<file path="src/design/rpsa_pkg.sv">
// ----------------------------------------------------------------------------
// rpsa_pkg
// Shared types and constants of the RC PWM to servo angle decoder.
// ----------------------------------------------------------------------------
package rpsa_pkg;

	// timestamp, pulse width, angle and band sizes
	localparam int TS_BITS    = 32;
	localparam int PW_BITS    = 12;
	localparam int ANG_BITS   = 9;
	localparam int BAND_BITS  = 8;

	// pulse window (exclusive) and mapping span in microseconds
	localparam logic [TS_BITS-1:0] PW_MIN_EXCL = TS_BITS'(800);
	localparam logic [TS_BITS-1:0] PW_MAX_EXCL = TS_BITS'(2200);
	localparam int PULSE_LOW  = 1000;
	localparam int PULSE_SPAN = 1000;

	// reciprocal of the span: floor(2^20 / 1000), one correction step after it
	localparam int RECIP_SHIFT = 20;
	localparam int RECIP_MUL   = (1 << RECIP_SHIFT) / PULSE_SPAN;

	// configuration port
	localparam int APB_AW = 5;
	localparam int APB_DW = 32;

	typedef enum logic [2:0] {
		REG_X_LOW    = 3'd0,
		REG_X_HIGH   = 3'd1,
		REG_X_CENTER = 3'd2,
		REG_Y_LOW    = 3'd3,
		REG_Y_HIGH   = 3'd4,
		REG_Y_CENTER = 3'd5,
		REG_X_BAND   = 3'd6,
		REG_Y_BAND   = 3'd7
	} reg_idx_t;

	// register reset values
	localparam logic [ANG_BITS-1:0]  RST_X_LOW    = 9'd90;
	localparam logic [ANG_BITS-1:0]  RST_X_HIGH   = 9'd210;
	localparam logic [ANG_BITS-1:0]  RST_X_CENTER = 9'd150;
	localparam logic [ANG_BITS-1:0]  RST_Y_LOW    = 9'd10;
	localparam logic [ANG_BITS-1:0]  RST_Y_HIGH   = 9'd80;
	localparam logic [ANG_BITS-1:0]  RST_Y_CENTER = 9'd45;
	localparam logic [BAND_BITS-1:0] RST_X_BAND   = 8'd8;
	localparam logic [BAND_BITS-1:0] RST_Y_BAND   = 8'd4;

	// configuration seen by the back end
	typedef struct packed {
		logic [ANG_BITS-1:0]  x_low;
		logic [ANG_BITS-1:0]  x_high;
		logic [ANG_BITS-1:0]  x_center;
		logic [ANG_BITS-1:0]  y_low;
		logic [ANG_BITS-1:0]  y_high;
		logic [ANG_BITS-1:0]  y_center;
		logic [BAND_BITS-1:0] x_band;
		logic [BAND_BITS-1:0] y_band;
	} cfg_t;

	// snapshot of both stored widths after one event
	typedef struct packed {
		logic [PW_BITS-1:0] w_y;
		logic [PW_BITS-1:0] w_x;
	} widths_t;

	// queue status seen by front and back
	typedef struct packed {
		logic full;
		logic empty;
	} qctl_t;

	localparam int Q_DEPTH = 4;
	localparam int Q_AW    = $clog2(Q_DEPTH);

endpackage

</file>
<file path="src/design/rpsa_regs.sv">
// ----------------------------------------------------------------------------
// rpsa_regs
// APB register file holding the angle ranges, centers and deadbands.
// ----------------------------------------------------------------------------
module rpsa_regs (
	input  logic                         clk,
	input  logic                         arst_n,
	input  logic                         psel,
	input  logic                         penable,
	input  logic                         pwrite,
	input  logic [rpsa_pkg::APB_AW-1:0]  paddr,
	input  logic [rpsa_pkg::APB_DW-1:0]  pwdata,
	output logic [rpsa_pkg::APB_DW-1:0]  prdata,
	output logic                         pready,
	output rpsa_pkg::cfg_t               cfg
);
	import rpsa_pkg::*;

	cfg_t     cfg_q;
	reg_idx_t idx;
	logic     wr_en;

	assign idx    = reg_idx_t'(paddr[4:2]);
	assign pready = 1'b1;
	assign wr_en  = psel & penable & pwrite & pready;
	assign cfg    = cfg_q;

	// register writes
	always_ff @(posedge clk or negedge arst_n) begin
		if (!arst_n) begin
			cfg_q.x_low    <= RST_X_LOW;
			cfg_q.x_high   <= RST_X_HIGH;
			cfg_q.x_center <= RST_X_CENTER;
			cfg_q.y_low    <= RST_Y_LOW;
			cfg_q.y_high   <= RST_Y_HIGH;
			cfg_q.y_center <= RST_Y_CENTER;
			cfg_q.x_band   <= RST_X_BAND;
			cfg_q.y_band   <= RST_Y_BAND;
		end else if (wr_en) begin
			case (idx)
				REG_X_LOW:    cfg_q.x_low    <= pwdata[ANG_BITS-1:0];
				REG_X_HIGH:   cfg_q.x_high   <= pwdata[ANG_BITS-1:0];
				REG_X_CENTER: cfg_q.x_center <= pwdata[ANG_BITS-1:0];
				REG_Y_LOW:    cfg_q.y_low    <= pwdata[ANG_BITS-1:0];
				REG_Y_HIGH:   cfg_q.y_high   <= pwdata[ANG_BITS-1:0];
				REG_Y_CENTER: cfg_q.y_center <= pwdata[ANG_BITS-1:0];
				REG_X_BAND:   cfg_q.x_band   <= pwdata[BAND_BITS-1:0];
				REG_Y_BAND:   cfg_q.y_band   <= pwdata[BAND_BITS-1:0];
				default: ;
			endcase
		end
	end

	// read mux
	always_comb begin
		prdata = '0;
		case (idx)
			REG_X_LOW:    prdata = APB_DW'(cfg_q.x_low);
			REG_X_HIGH:   prdata = APB_DW'(cfg_q.x_high);
			REG_X_CENTER: prdata = APB_DW'(cfg_q.x_center);
			REG_Y_LOW:    prdata = APB_DW'(cfg_q.y_low);
			REG_Y_HIGH:   prdata = APB_DW'(cfg_q.y_high);
			REG_Y_CENTER: prdata = APB_DW'(cfg_q.y_center);
			REG_X_BAND:   prdata = APB_DW'(cfg_q.x_band);
			REG_Y_BAND:   prdata = APB_DW'(cfg_q.y_band);
			default:      prdata = '0;
		endcase
	end

endmodule

</file>
<file path="src/design/rpsa_front.sv">
// ----------------------------------------------------------------------------
// rpsa_front
// Edge event intake: records rise times, measures and filters pulse widths,
// and pushes a snapshot of both widths for every accepted event.
// ----------------------------------------------------------------------------
module rpsa_front (
	input  logic                          clk,
	input  logic                          arst_n,
	input  logic                          s_tvalid,
	output logic                          s_tready,
	input  logic [rpsa_pkg::TS_BITS-1:0]  s_tdata,   // [31:0] time_us
	input  logic [1:0]                    s_tuser,   // [0] channel, [1] level
	input  rpsa_pkg::qctl_t               q_stat,
	output logic                          q_push,
	output rpsa_pkg::widths_t             q_wdata
);
	import rpsa_pkg::*;

	logic [TS_BITS-1:0] rise_q [2];
	logic [PW_BITS-1:0] width_q [2];
	logic [PW_BITS-1:0] width_nxt [2];
	logic [TS_BITS-1:0] delta;
	logic               chan;
	logic               rising;
	logic               in_win;
	logic               accept;

	assign chan     = s_tuser[0];
	assign rising   = s_tuser[1];
	assign s_tready = ~q_stat.full;
	assign accept   = s_tvalid & s_tready;

	// width measurement, modulo the timestamp wrap
	assign delta  = s_tdata - rise_q[chan];
	assign in_win = (delta > PW_MIN_EXCL) && (delta < PW_MAX_EXCL);

	always_comb begin
		width_nxt[0] = width_q[0];
		width_nxt[1] = width_q[1];
		if (!rising && in_win)
			width_nxt[chan] = delta[PW_BITS-1:0];
	end

	// state update on each transaction
	always_ff @(posedge clk or negedge arst_n) begin
		if (!arst_n) begin
			rise_q[0]  <= '0;
			rise_q[1]  <= '0;
			width_q[0] <= '0;
			width_q[1] <= '0;
		end else if (accept) begin
			if (rising)
				rise_q[chan] <= s_tdata;
			width_q[0] <= width_nxt[0];
			width_q[1] <= width_nxt[1];
		end
	end

	assign q_push      = accept;
	assign q_wdata.w_x = width_nxt[0];
	assign q_wdata.w_y = width_nxt[1];

endmodule

</file>
<file path="src/design/rpsa_queue.sv">
// ----------------------------------------------------------------------------
// rpsa_queue
// Small FIFO of width snapshots between the front and the back end.
// ----------------------------------------------------------------------------
module rpsa_queue (
	input  logic              clk,
	input  logic              arst_n,
	input  logic              push,
	input  rpsa_pkg::widths_t wdata,
	input  logic              pop,
	output rpsa_pkg::widths_t rdata,
	output rpsa_pkg::qctl_t   stat
);
	import rpsa_pkg::*;

	widths_t         mem [Q_DEPTH];
	logic [Q_AW-1:0] wr_ptr_q;
	logic [Q_AW-1:0] rd_ptr_q;
	logic [Q_AW:0]   count_q;
	logic            do_push;
	logic            do_pop;

	assign stat.full  = (count_q == (Q_AW+1)'(Q_DEPTH));
	assign stat.empty = (count_q == '0);
	assign do_push    = push & ~stat.full;
	assign do_pop     = pop & ~stat.empty;
	assign rdata      = mem[rd_ptr_q];

	// pointers and fill count
	always_ff @(posedge clk or negedge arst_n) begin
		if (!arst_n) begin
			wr_ptr_q <= '0;
			rd_ptr_q <= '0;
			count_q  <= '0;
		end else begin
			if (do_push)
				wr_ptr_q <= wr_ptr_q + 1'b1;
			if (do_pop)
				rd_ptr_q <= rd_ptr_q + 1'b1;
			case ({do_push, do_pop})
				2'b10:   count_q <= count_q + 1'b1;
				2'b01:   count_q <= count_q - 1'b1;
				default: count_q <= count_q;
			endcase
		end
	end

	// storage
	always_ff @(posedge clk) begin
		if (do_push)
			mem[wr_ptr_q] <= wdata;
	end

endmodule

</file>
<file path="src/design/rpsa_back.sv">
// ----------------------------------------------------------------------------
// rpsa_back
// Angle pipeline: linear map with truncating division by the span,
// clamp and deadband snap, then the output register.
// ----------------------------------------------------------------------------
module rpsa_back (
	input  logic              clk,
	input  logic              arst_n,
	input  rpsa_pkg::cfg_t    cfg,
	input  rpsa_pkg::qctl_t   q_stat,
	output logic              q_pop,
	input  rpsa_pkg::widths_t q_rdata,
	output logic              m_tvalid,
	input  logic              m_tready,
	output logic [23:0]       m_tdata,   // [8:0] angle_x, [17:9] angle_y, rest zero
	output logic              m_tuser    // [0] ready_res
);
	import rpsa_pkg::*;

	// per-channel configuration views
	logic [ANG_BITS-1:0]  out_a [2];
	logic [ANG_BITS-1:0]  out_b [2];
	logic [ANG_BITS-1:0]  lo [2];
	logic [ANG_BITS-1:0]  hi [2];
	logic [ANG_BITS-1:0]  ctr [2];
	logic [BAND_BITS-1:0] band [2];
	logic [PW_BITS-1:0]   w_in [2];

	logic                 adv;
	logic                 valid_s1, valid_s2, valid_s3, m_valid_q;
	logic                 rdy_s1, rdy_s2, rdy_s3, rdy_q;

	logic signed [12:0]   dw [2];
	logic signed [9:0]    span [2];
	logic signed [22:0]   prod_s1 [2];

	logic [22:0]          mag_full [2];
	logic                 neg_s2 [2];
	logic [18:0]          mag_s2 [2];
	logic [29:0]          est_s2 [2];

	logic [9:0]           q0 [2];
	logic [19:0]          rem [2];
	logic [9:0]           quo [2];
	logic signed [11:0]   squo [2];
	logic signed [11:0]   val_s3 [2];

	logic signed [11:0]   clamped [2];
	logic signed [11:0]   diff [2];
	logic [11:0]          adiff [2];
	logic [ANG_BITS-1:0]  shaped [2];
	logic [ANG_BITS-1:0]  ang_q [2];

	// X runs from x_high at the short pulse down to x_low; Y runs upward
	assign out_a[0] = cfg.x_high;
	assign out_b[0] = cfg.x_low;
	assign out_a[1] = cfg.y_low;
	assign out_b[1] = cfg.y_high;
	assign lo[0]    = cfg.x_low;
	assign hi[0]    = cfg.x_high;
	assign ctr[0]   = cfg.x_center;
	assign band[0]  = cfg.x_band;
	assign lo[1]    = cfg.y_low;
	assign hi[1]    = cfg.y_high;
	assign ctr[1]   = cfg.y_center;
	assign band[1]  = cfg.y_band;
	assign w_in[0]  = q_rdata.w_x;
	assign w_in[1]  = q_rdata.w_y;

	// whole pipeline moves unless the output holds an untaken result
	assign adv   = ~m_valid_q | m_tready;
	assign q_pop = adv & ~q_stat.empty;

	// stage 1: offset width times output span
	always_comb begin
		for (int c = 0; c < 2; c++) begin
			dw[c]   = $signed({1'b0, w_in[c]}) - 13'sd1000;
			span[c] = $signed({1'b0, out_b[c]}) - $signed({1'b0, out_a[c]});
		end
	end

	// stage 2: magnitude times reciprocal of the span
	always_comb begin
		for (int c = 0; c < 2; c++) begin
			mag_full[c] = prod_s1[c][22] ? 23'(-prod_s1[c]) : 23'(prod_s1[c]);
		end
	end

	// stage 3: quotient with one correction step, sign back, add base
	always_comb begin
		for (int c = 0; c < 2; c++) begin
			q0[c]   = est_s2[c][29:RECIP_SHIFT];
			rem[c]  = {1'b0, mag_s2[c]} - 20'({10'b0, q0[c]} * 20'(PULSE_SPAN));
			quo[c]  = (rem[c] >= 20'(PULSE_SPAN)) ? q0[c] + 10'd1 : q0[c];
			squo[c] = neg_s2[c] ? -$signed({2'b0, quo[c]}) : $signed({2'b0, quo[c]});
		end
	end

	// stage 4: clamp to [low, high], snap to center inside the deadband
	always_comb begin
		for (int c = 0; c < 2; c++) begin
			if (val_s3[c] < $signed({3'b0, lo[c]}))
				clamped[c] = $signed({3'b0, lo[c]});
			else if (val_s3[c] > $signed({3'b0, hi[c]}))
				clamped[c] = $signed({3'b0, hi[c]});
			else
				clamped[c] = val_s3[c];
			diff[c]  = clamped[c] - $signed({3'b0, ctr[c]});
			adiff[c] = diff[c][11] ? 12'(-diff[c]) : 12'(diff[c]);
			if (adiff[c] < {4'b0, band[c]})
				shaped[c] = ctr[c];
			else
				shaped[c] = clamped[c][ANG_BITS-1:0];
		end
	end

	// valid bits of the stages
	always_ff @(posedge clk or negedge arst_n) begin
		if (!arst_n) begin
			valid_s1  <= 1'b0;
			valid_s2  <= 1'b0;
			valid_s3  <= 1'b0;
			m_valid_q <= 1'b0;
		end else if (adv) begin
			valid_s1  <= q_pop;
			valid_s2  <= valid_s1;
			valid_s3  <= valid_s2;
			m_valid_q <= valid_s3;
		end
	end

	// stage payloads
	always_ff @(posedge clk) begin
		if (adv) begin
			rdy_s1 <= (q_rdata.w_x != '0) && (q_rdata.w_y != '0);
			rdy_s2 <= rdy_s1;
			rdy_s3 <= rdy_s2;
			rdy_q  <= rdy_s3;
			for (int c = 0; c < 2; c++) begin
				prod_s1[c] <= 23'(dw[c] * span[c]);
				neg_s2[c]  <= prod_s1[c][22];
				mag_s2[c]  <= mag_full[c][18:0];
				est_s2[c]  <= 30'({11'b0, mag_full[c][18:0]} * 30'(RECIP_MUL));
				val_s3[c]  <= squo[c] + $signed({3'b0, out_a[c]});
				ang_q[c]   <= shaped[c];
			end
		end
	end

	// result fields are zero until both channels hold a width
	assign m_tvalid = m_valid_q;
	assign m_tuser  = rdy_q;
	assign m_tdata  = rdy_q ? {6'b0, ang_q[1], ang_q[0]} : 24'b0;

endmodule

</file>
<file path="src/design/rc_pwm_to_servo_angle.sv">
// ----------------------------------------------------------------------------
// rc_pwm_to_servo_angle
// Two-channel RC PWM pulse width decoder producing servo angles.
// ----------------------------------------------------------------------------
//  channel | dir | payload                                   | handshake
//  s_      | in  | tdata[31:0] time_us; tuser[0] channel,    | tvalid/tready
//          |     | tuser[1] level                            |
//  m_      | out | tdata[8:0] angle_x, [17:9] angle_y;       | tvalid/tready
//          |     | tuser[0] ready_res                        |
//  apb     | in  | 8 registers at byte address 4*i           | psel/penable
//
//  One event per clock cycle while the queue is not full; each event gives
//  one result, through the 4-entry queue and a four-stage angle pipeline.
//  Reset (arst_n low) clears rise times, widths and the queue and loads the
//  register defaults. A stalled output holds the pipeline; events are still
//  taken until the queue fills, then s_tready drops.
// ----------------------------------------------------------------------------
module rc_pwm_to_servo_angle (
	input  logic                         clk,
	input  logic                         arst_n,
	input  logic                         s_tvalid,
	output logic                         s_tready,
	input  logic [rpsa_pkg::TS_BITS-1:0] s_tdata,   // [31:0] time_us
	input  logic [1:0]                   s_tuser,   // [0] channel, [1] level
	output logic                         m_tvalid,
	input  logic                         m_tready,
	output logic [23:0]                  m_tdata,   // [8:0] angle_x, [17:9] angle_y
	output logic                         m_tuser,   // [0] ready_res
	input  logic                         psel,
	input  logic                         penable,
	input  logic                         pwrite,
	input  logic [rpsa_pkg::APB_AW-1:0]  paddr,
	input  logic [rpsa_pkg::APB_DW-1:0]  pwdata,
	output logic [rpsa_pkg::APB_DW-1:0]  prdata,
	output logic                         pready
);
	import rpsa_pkg::*;

	cfg_t    cfg;
	qctl_t   q_stat;
	widths_t q_wdata;
	widths_t q_rdata;
	logic    q_push;
	logic    q_pop;

	rpsa_regs u_regs (
		.clk     (clk),
		.arst_n  (arst_n),
		.psel    (psel),
		.penable (penable),
		.pwrite  (pwrite),
		.paddr   (paddr),
		.pwdata  (pwdata),
		.prdata  (prdata),
		.pready  (pready),
		.cfg     (cfg)
	);

	rpsa_front u_front (
		.clk      (clk),
		.arst_n   (arst_n),
		.s_tvalid (s_tvalid),
		.s_tready (s_tready),
		.s_tdata  (s_tdata),
		.s_tuser  (s_tuser),
		.q_stat   (q_stat),
		.q_push   (q_push),
		.q_wdata  (q_wdata)
	);

	rpsa_queue u_queue (
		.clk    (clk),
		.arst_n (arst_n),
		.push   (q_push),
		.wdata  (q_wdata),
		.pop    (q_pop),
		.rdata  (q_rdata),
		.stat   (q_stat)
	);

	rpsa_back u_back (
		.clk      (clk),
		.arst_n   (arst_n),
		.cfg      (cfg),
		.q_stat   (q_stat),
		.q_pop    (q_pop),
		.q_rdata  (q_rdata),
		.m_tvalid (m_tvalid),
		.m_tready (m_tready),
		.m_tdata  (m_tdata),
		.m_tuser  (m_tuser)
	);

endmodule
</file>
<file path="config.mk">
export PLATFORM = sky130hd
export DESIGN_NAME = rc_pwm_to_servo_angle
export DESIGN_NICKNAME = d
export VERILOG_FILES = /design/src/design/rpsa_pkg.sv /design/src/design/rpsa_regs.sv /design/src/design/rpsa_front.sv /design/src/design/rpsa_queue.sv /design/src/design/rpsa_back.sv /design/src/design/rc_pwm_to_servo_angle.sv
export SDC_FILE = /design/constraint.sdc
export NUM_CORES = 2
export LEC_CHECK = 0
export BUFFER_PORTS_ARGS = -buffer_cell sky130_fd_sc_hd__buf_2
export CAP_MARGIN = 20
export CORE_MARGIN = 10
export CORE_UTILIZATION = 40
export DETAILED_ROUTE_END_ITERATION = 10
export HOLD_SLACK_MARGIN = 0.1
export PLACE_DENSITY = 0.52
export SLEW_MARGIN = 20
export SYNTH_ARGS = -nofsm -noshare
export SYNTH_HDL_FRONTEND = slang
export SYNTH_SLANG_ARGS = --single-unit
</file>
<file path="constraint.sdc">
create_clock -name clk -period 10.7 [get_ports clk]
set_input_delay 0.535 -clock clk [delete_from_list [all_inputs] [get_ports clk]]
set_output_delay 0.535 -clock clk [all_outputs]
set_load 0.01 [all_outputs]
</file>
==> results.md <==
* Status: finished clean
* Routability congestion estimate at 0.842
* Detailed Route WL at 96,600 um
* Setup crit start: u_back.est_s2[0][17]$_DFFE_PN_
* Detailed Routing Iterations Pass 1 at 7
* Layout cells sized above 1 at 9.92%
* Number of synthesized register bits at 405
* Final nets at 5,020
* Grt total ovfl at 0
* Post-synthesis cell count at 4,075
* Setup-failing EPs final at 0
* Via count at 28,500
* Die width at 340 um
* Die Span Y at 340 um
* Worst R2R Path Depth at 39
* Total negative slack at 0 ps
* Slew headroom at 29.1%
* Cell taking the most area after synthesis: edfxtp_1
* Worst-path fanout max at 14
* # IOs at 138
* Clock tree root buffer cell: clkbuf_16
* Initial antenna violation count at 9
* Initial Util at 40.3%
* Worst path slowest cell: or3_1
* Final min period at 9830 ps
* Vias per inst at 5.13
* Top-area cell type share of the netlist area at 17.3%
* Dominant synthesized flop cell: edfxtp_1
* TritonCTS Sinks at 405
* Wire length of the first global-routing pass at 158,000 um
* Residual DRC at 0
* Skew-Pair Late Insertion Delay at 630 ps
* Max cap viols at 0
* Multi-input logic area at 0.0269 sq mm
* Largest net degree at the start of global routing at 78
* Synth warnings at 0
* Worst reg2reg setup slack at 870 ps
* Worst EP arrival at 10,210 ps
* Buffers on Ports at 82
* Post-synth ARST share at 41.7%
* RR Endpoint: u_back.val_s3[0][10]$_DFFE_PN_
* Site row count at 117
* Clock-pin slew on the worst setup and hold paths at 60 ps
* Mean Syn Cell Area at 10.0 sq um
* Register area share after synthesis at 27.7%
* Routed WL per cell at 17.4 um
* Tcrit/Tclk final at 91.8%
* Critical Path RT at 11,080 ps
* Vias in the first global route at 29,100
* Setup crit end kind: flip-flop
* CP most frequent cell: a21o_1
* RSZ-0062 raised after global routing: false
* Htree depth at 2
* Most numerous cell in the Yosys netlist: inv_1
* Worst setup SP type: flip-flop
* Top cells by area, synth: edfxtp_1 (17%), fa_1 (16%), ha_1 (15%)
* Post-synth EDFFs at 236
* Die footprint at 0.115 sq mm
* Flip-flop and latch area at 0.0113 sq mm
* Worst r2r src: u_back.est_s2[0][17]$_DFFE_PN_
* Fillcell total at 9,929
* Clock skew at 22.9 ps
* P&R area growth vs syn at 8.71%
* Post-synth top cells: inv_1 (579), ha_1 (478), nand2_1 (357)
* CP Capture Point: u_back.val_s3[0][10]$_DFFE_PN_
* Pins over their slew limit at 0
* Routed Antenna Nets at 0
* Worst-Margin Slew at 1060 ps
* TritonCTS Buffers at 52
* Final hold violations at 0
* GRT Overall Usage at 16.8%
* Violation count after the first detailed-route iteration at 1,478
* Max Clock Freq at 102 MHz
* TritonCTS clock tree: yes
* Synth cell types at 94
* Critical path type: flip-flop to flip-flop
* DP HPWL at 76,100 um
* Worst hold path class: primary input to flip-flop
* Core ar. at 0.102 sq mm
* Mapped cell area at 0.0409 sq mm
* Max Buffers Root-to-Sink at 3
* Worst path max stage delay at 590 ps
## cell usage in the layout, fill, tap and decap left out, types with 39 or more instances in the layout
master     synthesis  layout
fa_1             326     326
dfrtp_1          147     146
mux2i_1          100     100
clkbuf_16          0      55
and2_1            39      39
nand3_1           51      50
nor3_1            45      44
inv_1            579     578
xor2_1            68      64
nand2b_1          65      65
a21o_1            82      82
edfxtp_1         236     236
xnor2_1          195     194
nor2_1           215     214
o21ai_0          173     173
ha_1             478     478
nor2b_1           41      41
buf_2              2      81
mux2_2           135     135
a21oi_1          158     158
nand2_1          357     357
## layer usage
layer  routed length (um)  share of wire, %  GRT usage (%)  vias to the layer above
met5                   66             0.068              0                        -
met4                 1680               1.7           3.41                       10
li1                     -                 -              -                    14000
met3                 3890               4.0           2.41                      100
met1                47700                49           24.2                    13900
met2                43200                45           26.6                      415
## logic make-up after synthesis
family,count (synthesis),share of synthesized area (%)
flip-flops,405,27.7
buffers and inverters,719,6.92
AND/OR/NAND/NOR,943,10.9
AO/OA/AOI/OAI,684,11.0
adder cells (fa/ha/maj),804,30.6
multiplexers,253,7.13
XOR/XNOR,265,5.75
other,2,0.0184
## worst max-delay path: cells and delay by family (launching register included)
family                     cells  cell delay (ps)
DFF                            1              520
buffers and inverters          2               90
xor gates and xnor gates       1              190
AOI/OAI and AO/OA             22             4060
and+or+nand+nor                7             1530
adders and majority gates      7             3140
## repair_timing
item | 4_1_cts | 5_1_grt
hold buffers | 1 | 0
endpoints found under the hold margin | 75 | 0
setup endpoints to repair | 0 | 1
setup buffers | 0 | 4
resized for setup | 0 | 0
## cell type report
type                       instances  share of cell area [%]
antenna                            2                  0.0113
clock buffer                      77                    3.39
clock inverter                    21                   0.270
inverter                         582                    4.92
multi-input combinational       2979                    60.5
sequential                       405                    25.5
tap                             1368                    3.85
timing repair buffer             118                    1.56
## sequential cells by signal, summed over array words and instances (netlist names), 2 cells and up
name,cells
u_queue.mem,96
u_regs.cfg,70
u_front.rise_q,64
u_back.prod_s1,40
u_back.mag_s2,32
u_back.val_s3,24
u_front.width_q,24
u_back.est_s2,20
u_back.ang_q,18
u_queue.count_q,3
u_back.neg_s2,2
u_queue.rd_ptr_q,2
u_queue.wr_ptr_q,2
## worst min path at each step
stage / start / end / slack [ps] / cells after the start
final: s_tdata[20] / u_front.rise_q[52]$_DFFE_PN0P_ / 180 / 2
after global routing: s_tdata[4] / u_front.rise_q[36]$_DFFE_PN0P_ / 150 / 2
after CTS: s_tdata[17] / u_front.rise_q[17]$_DFFE_PN0P_ / 120 / 2
after detailed placement: u_back.rdy_s2$_DFFE_PN_ / u_back.rdy_s3$_DFFE_PN_ / 410 / 0
after global placement: u_back.rdy_s3$_DFFE_PN_ / u_back.m_tuser$_DFFE_PN_ / 410 / 0
after floorplan: arst_n / u_back.m_tvalid$_DFFE_PN0N_ / 240 / 0
## stage by stage
stage | util, % | std cells | worst slack [ps] | hold WS [ps] | area, sq um
after floorplan | - | 4103 | 1660 | 239 | 41000
after detailed placement | 42.1 | 5447 | 806 | 413 | 42700
after global placement | 42.1 | 5447 | 809 | 405 | 42700
after CTS | 43.7 | 5546 | 755 | 125 | 44400
final | 43.8 | 5552 | 873 | 178 | 44500
after global routing | 43.8 | 5551 | 57.7 | 153 | 44500
Power is not shown: default switching activity piles up to over one toggle a cycle in this logic, so the estimate is an artifact.
